### src/hw/rtl/gmpc_pkg.sv
// gmpc_pkg: shared constants, types and helpers for the glyph mask compositor
// no dependencies; imported by the gmpc datapath modules, the top level and the bench
`timescale 1ns / 1ps

package gmpc_pkg;

  localparam int TARGET_DIM = 4096;
  localparam int MASK_DIM   = 256;
  localparam int NUM_MAX    = 16;
  localparam int DEN_MAX    = 1024;

  localparam int GLYPH_W = 25;
  localparam int NUM_W   = 5;
  localparam int DEN_W   = 11;
  localparam int CLIP_W  = 13;
  localparam int PIX_W   = 12;

  // quotient bits produced by the cell chain; the top bit flags a quotient past range
  localparam int QUO_W   = 14;
  localparam int DIV_CELLS = QUO_W;
  localparam int PROD_W  = 30;
  localparam int MAG_W   = 29;
  localparam int DVS_W   = DEN_W + QUO_W - 1;
  localparam int POS_W   = 16;

  typedef enum logic [2:0] {
    REG_FOREGROUND = 3'd0,
    REG_SCALE_NUM  = 3'd1,
    REG_SCALE_DEN  = 3'd2,
    REG_CLIP_LEFT  = 3'd3,
    REG_CLIP_TOP   = 3'd4,
    REG_CLIP_RIGHT = 3'd5,
    REG_CLIP_BOT   = 3'd6
  } cfg_reg_t;

  typedef struct packed {
    logic signed [9:0] bearing_x;
    logic signed [9:0] bearing_top;
    logic [7:0]        mask_x;
    logic [7:0]        mask_y;
    logic [7:0]        coverage;
    logic [7:0]        dest_red;
    logic [7:0]        dest_green;
    logic [7:0]        dest_blue;
    logic [7:0]        dest_alpha;
  } side_t;

  typedef struct packed {
    logic             neg;
    logic [MAG_W-1:0] rem;
    logic [DVS_W-1:0] dvs;
    logic [QUO_W-1:0] quo;
  } div_lane_t;

  typedef struct packed {
    div_lane_t x;
    div_lane_t y;
    side_t     side;
  } div_item_t;

  typedef struct packed {
    logic [31:0]       fg_rgba;
    logic [CLIP_W-1:0] clip_left;
    logic [CLIP_W-1:0] clip_top;
    logic [CLIP_W-1:0] clip_right;
    logic [CLIP_W-1:0] clip_bottom;
  } blend_cfg_t;

  typedef struct packed {
    logic             write_pixel;
    logic [PIX_W-1:0] pixel_x;
    logic [PIX_W-1:0] pixel_y;
    logic [7:0]       out_red;
    logic [7:0]       out_green;
    logic [7:0]       out_blue;
    logic [7:0]       out_alpha;
  } result_t;

  // rounded sums stay below 65536 - 256, so the add-and-shift form is exact
  function automatic logic [7:0] div255(input logic [15:0] s);
    logic [15:0] t;
    t = s + 16'd1 + (s >> 8);
    return t[15:8];
  endfunction

endpackage

### src/hw/rtl/gmpc_prep.sv
// gmpc_prep: scale multiply and sign/magnitude split ahead of the divider chain
// depends on gmpc_pkg
`timescale 1ns / 1ps

module gmpc_prep (
  input  logic                              clk,
  input  logic                              rst,
  input  logic                              in_valid,
  output logic                              in_ready,
  input  logic signed [gmpc_pkg::GLYPH_W-1:0] glyph_x,
  input  logic signed [gmpc_pkg::GLYPH_W-1:0] glyph_y,
  input  gmpc_pkg::side_t                   side_in,
  input  logic [gmpc_pkg::NUM_W-1:0]        scale_num,
  input  logic [gmpc_pkg::DEN_W-1:0]        scale_den,
  output logic                              out_valid,
  input  logic                              out_ready,
  output gmpc_pkg::div_item_t               out_item
);
  import gmpc_pkg::*;

  logic                     va;
  logic signed [PROD_W-1:0] px;
  logic signed [PROD_W-1:0] py;
  side_t                    side_a;
  logic                     ready_a;
  logic                     ready_b;

  logic signed [GLYPH_W+NUM_W:0] px_full;
  logic signed [GLYPH_W+NUM_W:0] py_full;
  logic [PROD_W-1:0]             px_neg;
  logic [PROD_W-1:0]             py_neg;

  assign px_full = glyph_x * $signed({1'b0, scale_num});
  assign py_full = glyph_y * $signed({1'b0, scale_num});
  assign px_neg  = -px;
  assign py_neg  = -py;

  assign ready_b  = !out_valid || out_ready;
  assign ready_a  = !va || ready_b;
  assign in_ready = ready_a;

  always_ff @(posedge clk) begin
    if (rst) begin
      va <= 1'b0;
    end else if (ready_a) begin
      va <= in_valid;
    end
    if (ready_a) begin
      px     <= px_full[PROD_W-1:0];
      py     <= py_full[PROD_W-1:0];
      side_a <= side_in;
    end
  end

  always_ff @(posedge clk) begin
    if (rst) begin
      out_valid <= 1'b0;
    end else if (ready_b) begin
      out_valid <= va;
    end
    if (ready_b) begin
      out_item.x.neg <= px[PROD_W-1];
      out_item.x.rem <= px[PROD_W-1] ? px_neg[MAG_W-1:0] : px[MAG_W-1:0];
      out_item.x.dvs <= {scale_den, {(QUO_W-1){1'b0}}};
      out_item.x.quo <= '0;
      out_item.y.neg <= py[PROD_W-1];
      out_item.y.rem <= py[PROD_W-1] ? py_neg[MAG_W-1:0] : py[MAG_W-1:0];
      out_item.y.dvs <= {scale_den, {(QUO_W-1){1'b0}}};
      out_item.y.quo <= '0;
      out_item.side  <= side_a;
    end
  end

endmodule

### src/hw/rtl/gmpc_div_cell.sv
// gmpc_div_cell: one restoring division step for both axes, passes the item on
// depends on gmpc_pkg
`timescale 1ns / 1ps

module gmpc_div_cell (
  input  logic                clk,
  input  logic                rst,
  input  logic                in_valid,
  output logic                in_ready,
  input  gmpc_pkg::div_item_t in_item,
  output logic                out_valid,
  input  logic                out_ready,
  output gmpc_pkg::div_item_t out_item
);
  import gmpc_pkg::*;

  function automatic div_lane_t step(input div_lane_t l);
    div_lane_t r;
    logic [MAG_W-1:0] d;
    d = MAG_W'(l.dvs);
    r = l;
    if (l.rem >= d) begin
      r.rem = l.rem - d;
      r.quo = {l.quo[QUO_W-2:0], 1'b1};
    end else begin
      r.quo = {l.quo[QUO_W-2:0], 1'b0};
    end
    r.dvs = l.dvs >> 1;
    return r;
  endfunction

  assign in_ready = !out_valid || out_ready;

  always_ff @(posedge clk) begin
    if (rst) begin
      out_valid <= 1'b0;
    end else if (in_ready) begin
      out_valid <= in_valid;
    end
    if (in_ready) begin
      out_item.x    <= step(in_item.x);
      out_item.y    <= step(in_item.y);
      out_item.side <= in_item.side;
    end
  end

endmodule

### src/hw/rtl/gmpc_blend.sv
// gmpc_blend: floor fix-up, target position, clip test and coverage blend
// depends on gmpc_pkg; holds the output register of the block
`timescale 1ns / 1ps

module gmpc_blend (
  input  logic                 clk,
  input  logic                 rst,
  input  logic                 in_valid,
  output logic                 in_ready,
  input  gmpc_pkg::div_item_t  in_item,
  input  gmpc_pkg::blend_cfg_t cfg,
  output logic                 out_valid,
  input  logic                 out_ready,
  output gmpc_pkg::result_t    out_res
);
  import gmpc_pkg::*;

  // first stage registers
  logic                    vf;
  logic                    ovf_x;
  logic                    ovf_y;
  logic signed [POS_W-1:0] pos_x;
  logic signed [POS_W-1:0] pos_y;
  logic [15:0]             sum_r;
  logic [15:0]             sum_g;
  logic [15:0]             sum_b;
  logic [15:0]             sum_a;
  logic [7:0]              cov;
  logic [7:0]              mx;
  logic [7:0]              my;
  logic                    ready_f;

  logic [POS_W-1:0]        mag_x;
  logic [POS_W-1:0]        mag_y;
  logic signed [POS_W-1:0] sx;
  logic signed [POS_W-1:0] sy;
  logic [15:0]             inv_c;
  logic [15:0]             c16;
  logic                    hit;
  result_t                 res_next;

  // floor division: a negative dividend rounds away from zero when inexact
  always_comb begin
    mag_x = POS_W'(in_item.x.quo[QUO_W-2:0]) + POS_W'(in_item.x.rem != '0);
    mag_y = POS_W'(in_item.y.quo[QUO_W-2:0]) + POS_W'(in_item.y.rem != '0);
    sx = in_item.x.neg ? -$signed(mag_x) : $signed(POS_W'(in_item.x.quo[QUO_W-2:0]));
    sy = in_item.y.neg ? -$signed(mag_y) : $signed(POS_W'(in_item.y.quo[QUO_W-2:0]));
    c16   = 16'(in_item.side.coverage);
    inv_c = 16'd255 - c16;
  end

  assign in_ready = !vf || ready_f;
  assign ready_f  = !out_valid || out_ready;

  always_ff @(posedge clk) begin
    if (rst) begin
      vf <= 1'b0;
    end else if (in_ready) begin
      vf <= in_valid;
    end
    if (in_ready) begin
      ovf_x <= in_item.x.quo[QUO_W-1];
      ovf_y <= in_item.y.quo[QUO_W-1];
      pos_x <= sx + POS_W'(in_item.side.bearing_x) + $signed(POS_W'(in_item.side.mask_x));
      pos_y <= sy - POS_W'(in_item.side.bearing_top) + $signed(POS_W'(in_item.side.mask_y));
      sum_r <= 16'(in_item.side.dest_red) * inv_c + 16'(cfg.fg_rgba[31:24]) * c16 + 16'd127;
      sum_g <= 16'(in_item.side.dest_green) * inv_c + 16'(cfg.fg_rgba[23:16]) * c16 + 16'd127;
      sum_b <= 16'(in_item.side.dest_blue) * inv_c + 16'(cfg.fg_rgba[15:8]) * c16 + 16'd127;
      sum_a <= 16'(in_item.side.dest_alpha) * inv_c + 16'd127;
      cov   <= in_item.side.coverage;
      mx    <= in_item.side.mask_x;
      my    <= in_item.side.mask_y;
    end
  end

  always_comb begin
    hit = (cfg.fg_rgba[7:0] != 8'd0) && (cov != 8'd0) &&
          ({1'b0, mx} < 9'(MASK_DIM)) && ({1'b0, my} < 9'(MASK_DIM)) &&
          !ovf_x && !ovf_y && !pos_x[POS_W-1] && !pos_y[POS_W-1] &&
          (pos_x < $signed(POS_W'(TARGET_DIM))) && (pos_y < $signed(POS_W'(TARGET_DIM))) &&
          (pos_x >= $signed(POS_W'(cfg.clip_left))) &&
          (pos_x <  $signed(POS_W'(cfg.clip_right))) &&
          (pos_y >= $signed(POS_W'(cfg.clip_top))) &&
          (pos_y <  $signed(POS_W'(cfg.clip_bottom)));
    res_next = '0;
    if (hit) begin
      res_next.write_pixel = 1'b1;
      res_next.pixel_x     = pos_x[PIX_W-1:0];
      res_next.pixel_y     = pos_y[PIX_W-1:0];
      res_next.out_red     = div255(sum_r);
      res_next.out_green   = div255(sum_g);
      res_next.out_blue    = div255(sum_b);
      res_next.out_alpha   = cov + div255(sum_a);
    end
  end

  always_ff @(posedge clk) begin
    if (rst) begin
      out_valid <= 1'b0;
    end else if (ready_f) begin
      out_valid <= vf;
    end
    if (ready_f) begin
      out_res <= res_next;
    end
  end

endmodule

### src/hw/rtl/glyph_mask_pixel_compositor.sv
// glyph_mask_pixel_compositor: top level, config registers and the cell chain
// depends on gmpc_pkg, gmpc_prep, gmpc_div_cell, gmpc_blend
//
//   channel   direction  handshake                    payload
//   s_axis    in         s_axis_tvalid/s_axis_tready  tdata 128 bits, one glyph mask sample
//   m_axis    out        m_axis_tvalid/m_axis_tready  tdata 56 bits, tuser write flag
//   cfg       in         cfg_write                    cfg_index 3 bits, cfg_data 32 bits
//
// one item per clock while the output is not stalled; two prep stages, one
// division cell per quotient bit (14 cells) and two blend stages
// rst clears every stage valid bit and loads the register defaults
// each stage holds while the one after it is full and stalled; empty stages
// close up, so input is taken while a result waits at the output
`timescale 1ns / 1ps

module glyph_mask_pixel_compositor (
  input  logic         clk,
  input  logic         rst,
  input  logic         s_axis_tvalid,
  output logic         s_axis_tready,
  // glyph_x, glyph_y, bearing_x, bearing_top, mask_x, mask_y,
  // coverage, dest_red, dest_green, dest_blue, dest_alpha, zero pad
  input  logic [127:0] s_axis_tdata,
  output logic         m_axis_tvalid,
  input  logic         m_axis_tready,
  // pixel_x, pixel_y, out_red, out_green, out_blue, out_alpha
  output logic [55:0]  m_axis_tdata,
  // write_pixel
  output logic         m_axis_tuser,
  input  logic         cfg_write,
  input  logic [2:0]   cfg_index,
  input  logic [31:0]  cfg_data
);
  import gmpc_pkg::*;

  logic [31:0]       foreground_rgba;
  logic [NUM_W-1:0]  scale_numerator;
  logic [DEN_W-1:0]  scale_denominator;
  logic [CLIP_W-1:0] clip_left;
  logic [CLIP_W-1:0] clip_top;
  logic [CLIP_W-1:0] clip_right;
  logic [CLIP_W-1:0] clip_bottom;

  logic [NUM_W-1:0]  num_c;
  logic [DEN_W-1:0]  den_c;
  side_t             side_in;
  blend_cfg_t        bcfg;
  result_t           res;

  div_item_t         chain_item  [DIV_CELLS+1];
  logic              chain_valid [DIV_CELLS+1];
  logic              chain_ready [DIV_CELLS+1];

  always_ff @(posedge clk) begin
    if (rst) begin
      foreground_rgba   <= 32'hFFFF_FFFF;
      scale_numerator   <= NUM_W'(1);
      scale_denominator <= DEN_W'(64);
      clip_left         <= '0;
      clip_top          <= '0;
      clip_right        <= CLIP_W'(TARGET_DIM);
      clip_bottom       <= CLIP_W'(TARGET_DIM);
    end else if (cfg_write) begin
      unique case (cfg_reg_t'(cfg_index))
        REG_FOREGROUND: foreground_rgba   <= cfg_data;
        REG_SCALE_NUM:  scale_numerator   <= cfg_data[NUM_W-1:0];
        REG_SCALE_DEN:  scale_denominator <= cfg_data[DEN_W-1:0];
        REG_CLIP_LEFT:  clip_left         <= cfg_data[CLIP_W-1:0];
        REG_CLIP_TOP:   clip_top          <= cfg_data[CLIP_W-1:0];
        REG_CLIP_RIGHT: clip_right        <= cfg_data[CLIP_W-1:0];
        REG_CLIP_BOT:   clip_bottom       <= cfg_data[CLIP_W-1:0];
        default: ;
      endcase
    end
  end

  // scale factors out of range count as the nearest legal value
  always_comb begin
    priority if (scale_numerator == '0) begin
      num_c = NUM_W'(1);
    end else if (scale_numerator > NUM_W'(NUM_MAX)) begin
      num_c = NUM_W'(NUM_MAX);
    end else begin
      num_c = scale_numerator;
    end
    priority if (scale_denominator == '0) begin
      den_c = DEN_W'(1);
    end else if (scale_denominator > DEN_W'(DEN_MAX)) begin
      den_c = DEN_W'(DEN_MAX);
    end else begin
      den_c = scale_denominator;
    end
  end

  assign side_in.bearing_x   = s_axis_tdata[59:50];
  assign side_in.bearing_top = s_axis_tdata[69:60];
  assign side_in.mask_x      = s_axis_tdata[77:70];
  assign side_in.mask_y      = s_axis_tdata[85:78];
  assign side_in.coverage    = s_axis_tdata[93:86];
  assign side_in.dest_red    = s_axis_tdata[101:94];
  assign side_in.dest_green  = s_axis_tdata[109:102];
  assign side_in.dest_blue   = s_axis_tdata[117:110];
  assign side_in.dest_alpha  = s_axis_tdata[125:118];

  gmpc_prep u_prep (
    .clk       (clk),
    .rst       (rst),
    .in_valid  (s_axis_tvalid),
    .in_ready  (s_axis_tready),
    .glyph_x   (s_axis_tdata[24:0]),
    .glyph_y   (s_axis_tdata[49:25]),
    .side_in   (side_in),
    .scale_num (num_c),
    .scale_den (den_c),
    .out_valid (chain_valid[0]),
    .out_ready (chain_ready[0]),
    .out_item  (chain_item[0])
  );

  for (genvar k = 0; k < DIV_CELLS; k++) begin : g_cell
    gmpc_div_cell u_cell (
      .clk       (clk),
      .rst       (rst),
      .in_valid  (chain_valid[k]),
      .in_ready  (chain_ready[k]),
      .in_item   (chain_item[k]),
      .out_valid (chain_valid[k+1]),
      .out_ready (chain_ready[k+1]),
      .out_item  (chain_item[k+1])
    );
  end

  assign bcfg.fg_rgba     = foreground_rgba;
  assign bcfg.clip_left   = clip_left;
  assign bcfg.clip_top    = clip_top;
  assign bcfg.clip_right  = clip_right;
  assign bcfg.clip_bottom = clip_bottom;

  gmpc_blend u_blend (
    .clk       (clk),
    .rst       (rst),
    .in_valid  (chain_valid[DIV_CELLS]),
    .in_ready  (chain_ready[DIV_CELLS]),
    .in_item   (chain_item[DIV_CELLS]),
    .cfg       (bcfg),
    .out_valid (m_axis_tvalid),
    .out_ready (m_axis_tready),
    .out_res   (res)
  );

  assign m_axis_tuser = res.write_pixel;
  assign m_axis_tdata = {res.out_alpha, res.out_blue, res.out_green, res.out_red,
                         res.pixel_y, res.pixel_x};

endmodule

### config.mk
export PLATFORM = sky130hd
export DESIGN_NAME = glyph_mask_pixel_compositor
export DESIGN_NICKNAME = d
export VERILOG_FILES = /design/src/hw/rtl/gmpc_pkg.sv /design/src/hw/rtl/gmpc_prep.sv /design/src/hw/rtl/gmpc_div_cell.sv /design/src/hw/rtl/gmpc_blend.sv /design/src/hw/rtl/glyph_mask_pixel_compositor.sv
export SDC_FILE = /design/constraint.sdc
export NUM_CORES = 2
export LEC_CHECK = 0
export BUFFER_PORTS_ARGS = -buffer_cell sky130_fd_sc_hd__buf_2
export CAP_MARGIN = 20
export CORE_MARGIN = 2
export CORE_UTILIZATION = 40
export CTS_CLUSTER_SIZE = 14
export DETAILED_ROUTE_END_ITERATION = 10
export PLACE_DENSITY = 0.59
export SYNTH_ARGS = -nofsm -noshare
export SYNTH_HDL_FRONTEND = slang
export SYNTH_SLANG_ARGS = --single-unit
### constraint.sdc
create_clock -name clk -period 30.6 [get_ports clk]
set_input_delay 3.06 -clock clk [delete_from_list [all_inputs] [get_ports clk]]
set_output_delay 3.06 -clock clk [all_outputs]
set_load 0.03 [all_outputs]
# == Word level (Yosys, flattened, before mapping) ==
# Index checks and enable logic that the tools add are counted.
# word_totals
register_bits,2821
inputBits,168
output_inout_bits,59
word_cells,526
# classes
n_addsub,55
multipliers,9
n_lt_le_gt_ge,36
n_eq_ne,6
mux,64
n_reduce_logical,66
# ops
op,n
29-bit two-way mux,30
16-bit by 1-bit adder with 16-bit output (second input constant),4
16-bit by 7-bit adder with 16-bit output (second input constant),4
16-bit by 8-bit adder with 16-bit output,4
8-bit by 16-bit multiplier with 16-bit output,4
25-bit by 6-bit multiplier with 30-bit output,2
29-bit by 11-bit greater-or-equal comparator with 1-bit output,2
29-bit by 12-bit greater-or-equal comparator with 1-bit output,2
29-bit by 13-bit greater-or-equal comparator with 1-bit output,2
29-bit by 14-bit greater-or-equal comparator with 1-bit output,2
29-bit by 15-bit greater-or-equal comparator with 1-bit output,2
29-bit by 16-bit greater-or-equal comparator with 1-bit output,2
29-bit by 17-bit greater-or-equal comparator with 1-bit output,2
29-bit by 18-bit greater-or-equal comparator with 1-bit output,2
29-bit by 19-bit greater-or-equal comparator with 1-bit output,2
29-bit by 20-bit greater-or-equal comparator with 1-bit output,2
29-bit by 21-bit greater-or-equal comparator with 1-bit output,2
29-bit by 22-bit greater-or-equal comparator with 1-bit output,2
29-bit by 23-bit greater-or-equal comparator with 1-bit output,2
29-bit by 24-bit greater-or-equal comparator with 1-bit output,2
29-bit negation,2
29-bit nonzero test,2
29-bit by 11-bit subtractor with 29-bit output,2
29-bit by 12-bit subtractor with 29-bit output,2
43 further kinds,152

# == Logic depth before layout (Yosys ltp) ==
# depth
word_depth,19
depth_mapped,26
mapped_depth_nobuf,25

# == Cells and area by module ==
# Synthesis repeated with hierarchy kept, for this count alone.
# hier_totals
hier_cells,15166
area_unflattened_um2,185636.8
# by_module_without_submodules
mod,instances,cells_per_inst,area_each_um2,seq_area_each_um2
gmpc_div_cell at g_cell[11].u_cell ...,12,729,9654.3,6326.1
gmpc_blend,1,2772,26935.8,4934.7
gmpc_div_cell at g_cell[0].u_cell ...,2,790,9929.5,6326.1
gmpc_prep,1,1636,19225.9,8538.2
glyph_mask_pixel_compositor,1,430,3764.9,2001.9

# == Worst setup path before layout ==
# Ideal clock, no wire load.
# synth_timing
path_type,input-to-output
startpoint,input m_axis_tready
endpoint,output s_axis_tready
t_arrival_ns,13.388
t_required_ns,27.540
path_slack_ns,14.152
cell_stages,9
n_path_buf,0
path_cell_list,nor2b_1 > and2_1 > inv_1 > nor2_1 > and2_1 > inv_1 > nor3_1 > and3_1 > nand3_1
# synth_via
elab_chain_cells,18
# synth_rtl
element,line,source
start: declaration,glyph_mask_pixel_compositor.sv:25,"input logic m_axis_tready,"
1-bit logical OR,gmpc_blend.sv:53,assign ready_f = !out_valid || out_ready;
1-bit logical OR,gmpc_blend.sv:52,assign in_ready = !vf || ready_f;
via g_cell[13].u_cell.out_ready,gmpc_div_cell.sv:12,"input logic out_ready,"
1-bit logical OR (4 in a row),gmpc_div_cell.sv:32,assign in_ready = !out_valid || out_ready;
via g_cell[10].u_cell.in_ready,gmpc_div_cell.sv:9,"output logic in_ready,"
1-bit logical OR (10 in a row),gmpc_div_cell.sv:32,
1-bit logical OR,gmpc_prep.sv:38,assign ready_b = !out_valid || out_ready;
1-bit logical OR,gmpc_prep.sv:39,assign ready_a = !va || ready_b;
end: declaration,glyph_mask_pixel_compositor.sv:20,"output logic s_axis_tready,"
# The timed path passes the listed nets, and every way through them passes these cells.

# == Final worst setup path ==
# Same ends and word-level chain as after synthesis.

==> flow_summary.yaml <==
global_route:
  grt_pass1_vias: 81900
  grt_antenna_before_repair: 31
  grt_pass1_wl_um: 472000
  overflow: 0
  grt_max_degree: 128
  grt_use_total_pct: 16.9
power_and_ir_drop:
  p_clk_share_pct: 25.2
  p_sw_uw: 4840
  ir_drop_mv: 0.155
  leakagePower_uw: 0.0621
  switching_share_pct: 33.1
  internal-power_uw: 9780
  p_per_area_nw_per_um2: 92.9
  p_seq_share_pct: 40.8
  comb_power_share_pct: 34.0
  power_uw: 14600
placement:
  place_ws_ps: 20360
  port_buffers: 224
  hpwlAfterDp_um: 225000
  place.gp.congestion: 0.933
floorplanning:
  dieArea_um2: 356000
  die_x_um: 596
  core_area_um2: 349000
  io_pins: 227
  num_rows: 217
  start_util_pct: 40.2
  die_h_um: 596
clock_network:
  cts_tree: "built"
  cts_buffers: 300
  ctsHoldBuffers: 0
  h-tree-depth: 5
  cts_buffer_depth: 4
  clk_pin_slew_worst_paths_ps: 60
  root_buffer: "clkbuf_16"
  postCtsSetupRepairBufs: 0
  clock_latency_ps: 920
  cts_sinks: 2821
  ctsResizeCount: 0
synth:
  async_flop_share_pct: 0
  syn_inst: 10600
  seq_area_frac_synth_pct: 59.5
  ys_ff_latch: 2821
  synth.avg_cell_area_um2: 13.2
  synth_nets: 12100
  synth_top_flop_cell: "edfxtp_1"
  syn-cell-area_um2: 140000
  synth-edff-count: 2703
  ys_warn_count: 0
  yosysUniqueCellTypes: 84
worst_setup_path:
  worstPathRequired_ps: 27540
  path_max_fanout: 55
  startpoint_type: "input pin"
  worstPathArrival_ps: 6490
  critPathCaptureType: "output port"
  crit_type: "input pin to output port"
timing:
  hold_viol: 0
  grt_setup_unrepaired: "no"
  slew_headroom_pct: 29.9
  period_needed_ps: 9550
  slew_viol_final: 0
  finalWorstSetupSlack_ps: 21050
  skew_ps: 69.8
  hold_slack_ps: 362
  finalSetupViolCount: 0
  fin_tns_setup_ps: 0
  timing.fmax_ghz: 0.105
  finalCritPeriodShare_pct: 31.2
  worst_pin_slew_ps: 1050
min_path:
  hold_class: "register to register"
routing:
  num_vias: 79400
  dr.pass1.iters: 6
  first_iter_violations: 4860
  viasPerCell: 5.01
  drtAntennaViolNets: 0
  routed_wl_um: 301000
  routedWlPerCell_um: 19.0
  drc_errors: 0
finish:
  drive_above_1_share_pct: 7.95
  area_delta_synth_final_pct: 12.1
  final_util_pct: 45.0
  nets: 12500
flow_run:
  maxCapViolCount: 0
outcome:
  status: "finished clean"
final cells by class:
type                            instances  area [um2]
Inverter                             1138        4300
Antenna cell                            8        20.0
Multi-Input combinational cell       6425       51900
Tap cell                             4599        5750
Fill cell                           30800      192000
Timing Repair Buffer                  297        1700
Clock inverter                        181        2220
Clock buffer                          362        7890
Sequential cell                      2821       83500
cell usage after synthesis, drive strengths merged (18+ instances only):
cell type  number  area (um2)
o211ai         22         165
nand2         730        2740
or4            59         447
edfxtp       2703       81200
ha            759        9500
xnor2         447        3920
a31oi          26         163
and3           42         263
o41ai          19         166
nor2b         243        1520
or2            38         238
a21o          129         968
a211oi         28         220
nand4          71         444
nor4b          19         173
clkbuf        203         762
xor2          291        2550
mux2i          49         490
o21a           75         563
a21oi         396        1980
nand2b        236        1480
nor2          456        1710
o21bai         29         218
fa            547       11000
nand3         124         621
o31ai          75         563
nor4          136         870
o21ai         345        1750
mux2           49         552
a21boi         60         450
and2          395        2470
inv          1138        4270
dfxtp         118        2360
nor3          209        1060
nand4b         18         158
nand3b         53         398
or3            91         569
power groups by stage:
stage / combinational (uW) / sequential (uW) / clock (uW)
after global placement: 4870 / 6020 / 0
after detailed placement: 4960 / 6040 / 0
after global routing: 5710 / 6050 / 3940
final: 4970 / 5960 / 3690
after floorplan: 3920 / 5730 / 0
after CTS: 5000 / 5970 / 3800
cells in the final DEF, fill, tap and decap left out, drive strengths merged, types with 75 or more instances in the layout:
cell type  instances
and2             395
clkbuf           363
fa               547
buf              296
nor2b            243
xor2             291
nor2             456
ha               759
a21o             129
nor4             136
dfxtp            118
nand2            730
a21oi            396
o21ai            345
nor3             209
inv             1154
nand3            124
o21a              75
xnor2            447
edfxtp          2703
nand2b           236
clkinv           118
or3               91
o31ai             75
kinds of logic (layout without fill, tap and decap cells):
logic type	after synthesis	after routing	synth area share, %
xor gates and xnor gates	738	738	4.61
other	0	8	0
muxes	98	98	0.743
and+or+nand+nor	2969	2969	11.1
adders and majority gates	1306	1306	14.6
buffers and inverters	1350	1978	3.62
DFF	2821	2821	59.5
AOI/OAI and AO/OA	1314	1314	5.84
through the flow:
stage                     area (um2)  std cells
after floorplan               140000      10600
after global placement        147000      15300
after detailed placement      147000      15300
after CTS                     157000      15800
after global routing          157000      15800
final                         157000      15800
path summary, 6_finish.rpt:
kind | slack (ps) | cells past startpoint | startpoint | endpoint
setup / recovery | 21050 | 12 | m_axis_tready | s_axis_tready
hold / removal | 360 | 0 | g_cell[10].u_cell.out_item[70]$_DFFE_PP_ | g_cell[11].u_cell.out_item[70]$_DFFE_PP_
setup reg to reg | 23920 | 20 | g_cell[13].u_cell.out_item[35]$_DFFE_PP_ | u_blend.sum_g[15]$_DFFE_PP_
hold reg to reg | 360 | 0 | g_cell[10].u_cell.out_item[70]$_DFFE_PP_ | g_cell[11].u_cell.out_item[70]$_DFFE_PP_
registers in the layout, summed over array words and instances (netlist names), 5 cells and up:
signal	flops
g_cell.u_cell.out_item	2257
u_prep.out_item	147
u_prep.side_a	76
u_blend.out_res	57
foreground_rgba	32
u_prep.px	30
u_prep.py	30
u_blend.pos_x	16
u_blend.pos_y	16
u_blend.sum_a	16
u_blend.sum_b	16
u_blend.sum_g	16
u_blend.sum_r	16
g_cell.u_cell.out_valid	14
clip_bottom	13
clip_left	13
clip_right	13
clip_top	13
scale_denominator	11
u_blend.cov	8
scale_numerator	5
worst max-delay path: stages:
cell and delay, ps:
buf_2 90, nor2b_1 240, and2_1 240, inv_4 270, nor2_1 420, and2_1 390
inv_6 260, nor3_1 270, clkbuf_4 250, and3_1 420, nand3_4 270, buf_2 270
layer usage:
metal	global-route usage [%]	up-vias	wire, um
met1	21.9	39000	132000
li1	-	38300	-
met4	5.93	4	10900
met2	29.1	1613	147000
met5	0	-	27
met3	2.22	511	11900
Power figures use the tool's default switching activity.
